## config.mk

```make
export PLATFORM = sky130hd
export DESIGN_NAME = bit_column_set_row_scanner
export DESIGN_NICKNAME = d
export VERILOG_FILES = /design/src/hw/rtl/bcsrs_pkg.sv /design/src/hw/rtl/bcsrs_ffs.sv /design/src/hw/rtl/bit_column_set_row_scanner.sv
export SDC_FILE = /design/constraint.sdc
export NUM_CORES = 1
export LEC_CHECK = 0
export BUFFER_PORTS_ARGS = -buffer_cell sky130_fd_sc_hd__clkbuf_2
export CAP_MARGIN = 20
export CORE_ASPECT_RATIO = 0.75
export CORE_MARGIN = 4
export CORE_UTILIZATION = 45
export CTS_CLUSTER_SIZE = 20
export DETAILED_ROUTE_END_ITERATION = 16
export PLACE_DENSITY_LB_ADDON = 0.3
export SLEW_MARGIN = 20
export SYNTH_ARGS = -nofsm -noshare
export SYNTH_HDL_FRONTEND = slang
export SYNTH_SLANG_ARGS = --single-unit
```

## constraint.sdc

```tcl
create_clock -name clk_i -period 4.5 [get_ports clk_i]
set_input_delay 0 -clock clk_i [delete_from_list [all_inputs] [get_ports clk_i]]
set_output_delay 0 -clock clk_i [all_outputs]
set_load 0.01 [all_outputs]
```

## src/hw/rtl/bcsrs_pkg.sv

```systemverilog
// shared types and codes for the bit column set row scanner
`default_nettype none

package bcsrs_pkg;

  // sequencer states
  typedef enum logic {
    ST_IDLE,
    ST_SCAN
  } state_e;

  // result kind codes
  localparam logic KIND_INDEX   = 1'b0;
  localparam logic KIND_SUMMARY = 1'b1;

endpackage

`default_nettype wire

```

## src/hw/rtl/bcsrs_ffs.sv

```systemverilog
// find-first-set unit: position of the lowest set bit of a word
`default_nettype none

module bcsrs_ffs #(
  parameter int WORD_BITS = 32
) (
  input  wire logic [WORD_BITS-1:0]         word_i,
  output logic                              found_o,
  output logic [$clog2(WORD_BITS)-1:0]      index_o
);

  localparam int IdxW = $clog2(WORD_BITS);

  assign found_o = |word_i;

  // scan from the top so the lowest set bit wins
  always_comb begin
    index_o = '0;
    for (int i = WORD_BITS - 1; i >= 0; i--) begin
      if (word_i[i]) begin
        index_o = IdxW'(i);
      end
    end
  end

endmodule

`default_nettype wire

```

## src/hw/rtl/bit_column_set_row_scanner.sv

```systemverilog
// top level of the bit column set row scanner
// Takes one column of a bit matrix as a stream of WORD_BITS-wide words, row 0
// first, and returns one index result per set bit in ascending row order; the
// final word of the column (set by column_height) is masked to the height and
// followed by a summary result with the set count, the highest set row and an
// any-set flag. Each word is accepted, then scanned one set bit at a time, then
// closed by a closing step (which issues the summary on the final word); the
// shared find-first-set unit issues one row index per cycle while the output
// is not stalled. The input stalls while a word is scanned. A result may wait
// in the output register while the next word is taken.
`default_nettype none

module bit_column_set_row_scanner #(
  parameter int WORD_BITS = 32,
  parameter int MAX_ROWS  = 4096
) (
  input  wire logic                           clk_i,
  input  wire logic                           rst_ni,
  // configuration
  input  wire logic                           column_height_we_i,
  input  wire logic [$clog2(MAX_ROWS+1)-1:0]  column_height_i,
  // input channel
  input  wire logic                           in_valid_i,
  output logic                                in_stall_o,
  input  wire logic [WORD_BITS-1:0]           column_word_i,
  // output channel
  output logic                                out_valid_o,
  input  wire logic                           out_stall_i,
  output logic                                result_kind_o,
  output logic [$clog2(MAX_ROWS)-1:0]         row_index_o,
  output logic [$clog2(MAX_ROWS+1)-1:0]       set_count_o,
  output logic [$clog2(MAX_ROWS)-1:0]         highest_row_o,
  output logic                                any_set_o,
  output logic                                last_o
);

  localparam int HgtW     = $clog2(MAX_ROWS + 1);
  localparam int RowW     = $clog2(MAX_ROWS);
  localparam int IdxW     = $clog2(WORD_BITS);
  localparam int LimW     = $clog2(WORD_BITS + 1);
  localparam int NumWords = (MAX_ROWS + WORD_BITS - 1) / WORD_BITS;
  localparam int BaseW    = $clog2(NumWords * WORD_BITS + 1);
  localparam int CmpW     = ((BaseW > HgtW) ? BaseW : HgtW) + 1;

  bcsrs_pkg::state_e state_q, state_d;

  logic [HgtW-1:0]      height_q;
  logic [BaseW-1:0]     base_q, base_d;
  logic [HgtW-1:0]      count_q, count_d;
  logic [RowW-1:0]      highest_q, highest_d;
  logic                 seen_q, seen_d;
  logic [WORD_BITS-1:0] word_q, word_d;
  logic                 final_q, final_d;

  logic                 out_valid_q, out_valid_d;
  logic                 kind_q, kind_d;
  logic [RowW-1:0]      row_q, row_d;
  logic [HgtW-1:0]      sum_count_q, sum_count_d;
  logic [RowW-1:0]      sum_high_q, sum_high_d;
  logic                 any_q, any_d;
  logic                 last_q, last_d;

  logic [HgtW-1:0]      h_eff;
  logic [CmpW-1:0]      base_ext, h_ext;
  logic                 is_final;
  logic [LimW-1:0]      lim;
  logic [WORD_BITS-1:0] mask;
  logic                 accept;
  logic                 out_free;
  logic                 ffs_found;
  logic [IdxW-1:0]      ffs_index;
  logic [CmpW-1:0]      row_sum;

  bcsrs_ffs #(
    .WORD_BITS (WORD_BITS)
  ) u_ffs (
    .word_i  (word_q),
    .found_o (ffs_found),
    .index_o (ffs_index)
  );

  // clamp the height into 1..MAX_ROWS
  always_comb begin
    h_eff = height_q;
    if (height_q == '0) begin
      h_eff = HgtW'(1);
    end else if (height_q > HgtW'(MAX_ROWS)) begin
      h_eff = HgtW'(MAX_ROWS);
    end
  end

  // final word when the height ends inside or before this word
  assign base_ext = CmpW'(base_q);
  assign h_ext    = CmpW'(h_eff);
  assign is_final = (base_ext + CmpW'(WORD_BITS)) >= h_ext;

  always_comb begin
    if (!is_final) begin
      lim = LimW'(WORD_BITS);
    end else if (base_ext >= h_ext) begin
      lim = '0;
    end else begin
      lim = LimW'(h_ext - base_ext);
    end
    for (int q = 0; q < WORD_BITS; q++) begin
      mask[q] = LimW'(q) < lim;
    end
  end

  assign accept   = in_valid_i && (state_q == bcsrs_pkg::ST_IDLE);
  assign out_free = !out_valid_q || !out_stall_i;
  assign row_sum  = base_ext + CmpW'(ffs_index);

  always_comb begin
    state_d     = state_q;
    base_d      = base_q;
    count_d     = count_q;
    highest_d   = highest_q;
    seen_d      = seen_q;
    word_d      = word_q;
    final_d     = final_q;
    out_valid_d = out_valid_q && out_stall_i;
    kind_d      = kind_q;
    row_d       = row_q;
    sum_count_d = sum_count_q;
    sum_high_d  = sum_high_q;
    any_d       = any_q;
    last_d      = last_q;

    case (state_q)
      bcsrs_pkg::ST_IDLE: begin
        if (accept) begin
          word_d  = column_word_i & mask;
          final_d = is_final;
          state_d = bcsrs_pkg::ST_SCAN;
        end
      end
      bcsrs_pkg::ST_SCAN: begin
        if (out_free) begin
          if (ffs_found) begin
            // issue the lowest remaining set bit and clear it
            out_valid_d = 1'b1;
            kind_d      = bcsrs_pkg::KIND_INDEX;
            row_d       = row_sum[RowW-1:0];
            sum_count_d = '0;
            sum_high_d  = '0;
            any_d       = 1'b0;
            last_d      = 1'b0;
            word_d      = word_q & (word_q - WORD_BITS'(1));
            count_d     = count_q + HgtW'(1);
            highest_d   = row_sum[RowW-1:0];
            seen_d      = 1'b1;
          end else if (final_q) begin
            out_valid_d = 1'b1;
            kind_d      = bcsrs_pkg::KIND_SUMMARY;
            row_d       = '0;
            sum_count_d = count_q;
            sum_high_d  = highest_q;
            any_d       = seen_q;
            last_d      = 1'b1;
            base_d      = '0;
            count_d     = '0;
            highest_d   = '0;
            seen_d      = 1'b0;
            state_d     = bcsrs_pkg::ST_IDLE;
          end else begin
            base_d  = base_q + BaseW'(WORD_BITS);
            state_d = bcsrs_pkg::ST_IDLE;
          end
        end
      end
      default: begin
        state_d = bcsrs_pkg::ST_IDLE;
      end
    endcase
  end

  always_ff @(posedge clk_i or negedge rst_ni) begin
    if (!rst_ni) begin
      state_q     <= bcsrs_pkg::ST_IDLE;
      height_q    <= HgtW'(32);
      base_q      <= '0;
      count_q     <= '0;
      highest_q   <= '0;
      seen_q      <= 1'b0;
      out_valid_q <= 1'b0;
    end else begin
      state_q     <= state_d;
      base_q      <= base_d;
      count_q     <= count_d;
      highest_q   <= highest_d;
      seen_q      <= seen_d;
      out_valid_q <= out_valid_d;
      if (column_height_we_i) begin
        height_q <= column_height_i;
      end
    end
  end

  always_ff @(posedge clk_i) begin
    word_q      <= word_d;
    final_q     <= final_d;
    kind_q      <= kind_d;
    row_q       <= row_d;
    sum_count_q <= sum_count_d;
    sum_high_q  <= sum_high_d;
    any_q       <= any_d;
    last_q      <= last_d;
  end

  assign in_stall_o    = (state_q != bcsrs_pkg::ST_IDLE);
  assign out_valid_o   = out_valid_q;
  assign result_kind_o = kind_q;
  assign row_index_o   = row_q;
  assign set_count_o   = sum_count_q;
  assign highest_row_o = sum_high_q;
  assign any_set_o     = any_q;
  assign last_o        = last_q;

endmodule

`default_nettype wire
```

==> results.md <==
* Status: finished clean
* Crit path capture type: register
* Top post-synthesis cells by count: nand2_1 (82), edfxtp_1 (72), dfrtp_1 (48)
* Fraction of the yosys area taken by sequential cells at 48.7%
* Port buffer count at 91
* Ratio of cells with drive above 1 in the final layout at 21.1%
* Grt ovf at 0
* Filler cell count in the final layout at 1305
* Vias in the first global route at 5579
* R2R Setup Slk at 0.86 ns
* Synth area leader: edfxtp_1
* CTS sink count at 121
* First-pass iteration count of the detailed router at 5
* CTS clk-pin slew, worst paths at 0.06 ns
* Hold path start: column_word_i[11]
* Worst Setup Start Kind: register
* WL/cell at 17.7 um
* Die Footprint at 0.0175 mm^2
* Cells after Synth at 681
* Die Ht at 116 um
* Total Wirelength at 18.2 mm
* Yosys top cell area share at 31.1%
* Worst slew margin at 43.3%
* Async SR Flop Fraction at 40.5%
* DRT antenna net count at 0
* Postcts setup bufs at 0
* Clock Path Buffers at 2
* CTS tree: built
* Fin. max-slew vios at 0
* I/O pin cnt at 92
* DRC Markers at 0
* Chip width at 152 um
* Flops & latches, synth at 121
* CTS buffer count at 17
* Setup tns final at 0 ns
* Hold Path Cell Cnt at 3
* Max H-tree Level at 4
* Reg2reg end: word_q[16]
* Synth top area cells: edfxtp_1 (31%), dfrtp_1 (17%), nand2_1 (4.4%)
* Syn. warnings at 0
* Routed vias/inst at 5.65
* Core Region at 0.0152 mm^2
* Final clock skew at 0.0113 ns
* Unique masters post-synth at 71
* Worst Hold Endpoint: word_q[11]
* Max Clk Rate at 275 MHz
* Synth Cell Area at 0.00696 mm^2
* Pin count of the biggest net entering global routing at 53
* Synth Flop Type: edfxtp_1
* P per Cell Area at 359 mW/mm^2
* Syn Area/Cell at 10.2 um^2
* Gr usage total at 21.9%
* Leakage power at 3.63 nW
* Worst Path Max Fanout at 28
* Slew of the pin with the lowest slew margin at 0.843 ns
* Critical path data arrival time at 3.79 ns
* Fin nets at 882
* Tot Pwr at 3.09 mW
* Global-route wire length before repair at 29.8 mm
* Worst Path Required at 4.65 ns
* Starting Density at 45.8%
* Max-cap violations at 0
* Fin crit share at 80.9%
* Fin. Hold Viols at 0
* Vias at 5816
* Initial antenna violation count at 0
* Setup CP Type: reg -> reg
* Clock latency on the worst-skew pair at 0.42 ns
* Reg2Reg Launch Point: base_q[6]
* HPWL after detailed placement at 13.1 mm
* Initial drt markers at 777
* Antenna Cells at 0
* Count leader, synth: nand2_1
* CTS root buf: clkbuf_16
* Area grow syn2layout at 23.7%
* Worst vdd ir at 0.268 mV
* R2r worst-path depth at 12
* RSZ-0062 raised after global routing: false
* Final critical-path required period at 3.64 ns
* Post-synth EDFFs at 72
* Routability cong. at 0.918
* Final core occ at 56.7%
* Hold crit path type: in -> reg
* Cell Rows at 39
* Setup violators final at 0
## cell families (layout without fill, tap and decap cells)
family	after synthesis	in the layout	synth area share, %
other	2	3	0.108
adders and majority gates	21	21	3.78
muxes	18	18	3.08
xor gates and xnor gates	16	16	2.01
and+or+nand+nor	272	272	21.0
DFF	121	121	48.7
buffers and inverters	65	207	4.06
AOI/OAI and AO/OA	166	166	17.2
## layout make-up
cell class | instances | area [um^2] | area share, %
clock buffer | 19 | 433 | 5.03
sequential | 121 | 3390 | 39.4
clock inverter | 13 | 170 | 1.98
inverter | 33 | 124 | 1.44
multi-input combinational | 496 | 3290 | 38.3
tap | 205 | 256 | 2.98
timing repair buffer | 142 | 941 | 10.9
## metal layers
layer | GRT usage [%] | vias to the layer above | part of all wire, %
met1 | 34.1 | 2743 | 48
met5 | 0 | - | 0
met2 | 29.6 | 255 | 41
met3 | 7.04 | 20 | 9.6
met4 | 5.21 | 0 | 1.3
li1 | - | 2798 | -
## how the worst max path moves through the flow
stage / slack (ns) / start / to / cells after the start
2_1_floorplan: 0.94 / word_q[3] / word_q[0] / 5
3_3_place_gp: 1.12 / base_q[5] / word_q[16] / 12
3_5_place_dp: 1.02 / base_q[5] / word_q[16] / 12
4_1_cts: 1.01 / base_q[5] / word_q[16] / 12
5_1_grt: 0.75 / base_q[5] / word_q[18] / 12
6_report: 0.86 / base_q[6] / word_q[16] / 12
## registers in the layout, indices dropped and copies added, names as in the netlist, 8 cells and up
| register | cells |
|---|---|
| highest_row_o | 12 |
| set_count_o | 13 |
| count_q | 13 |
| base_q | 8 |
| word_q | 32 |
| highest_q | 12 |
| row_index_o | 12 |
| height_q | 13 |
## stage by stage
stage               hold WS, ns  instances  setup slack, ns  area (um^2)
floorplan                -0.296        682            0.944         6960
global placement          0.153        956             1.12         7590
detailed placement        0.145        956             1.02         7590
CTS                     0.00510       1029             1.01         8610
global route             0.0183       1029            0.753         8610
finish                   0.0176       1029            0.858         8610
## timing repair
action | CTS | global route
hold buffers | 41 | 0
resized for setup | 0 | 0
endpoints found under the hold margin | 88 | 0
## critical path, stage by stage, from the launching register on
cell and delay [ns]:
dfrtp_1 0.48, nand3_1 0.20, nor2_1 0.32, nand3_1 0.14, xnor2_1 0.16, ha_1 0.31, nand3_1 0.10, a21oi_1 0.27
o31a_1 0.25, a311oi_4 0.06, buf_4 0.25, o41ai_1 0.69, o31ai_1 0.13
## power breakdown
group / internal (mW) / switching, mW
clock network: 0.875 / 0.510
logic: 0.158 / 0.215
registers: 1.25 / 0.0826
total: 2.29 / 0.808
## placed cells by master (no fill, tap or decap), types with 15 or more instances in the layout
cell,synthesis,layout
ha_1,21,21
nor2_1,40,40
dlygate4sd3_1,0,41
clkbuf_16,0,17
nand3_1,27,27
a21oi_1,27,27
and2_1,29,29
nand2_1,82,82
dfrtp_1,48,48
clkbuf_2,0,91
nor3_1,23,23
edfxtp_1,72,72
o21ai_0,39,38
mux2_2,15,15
inv_1,29,29
(Power assumes the default switching activity.)
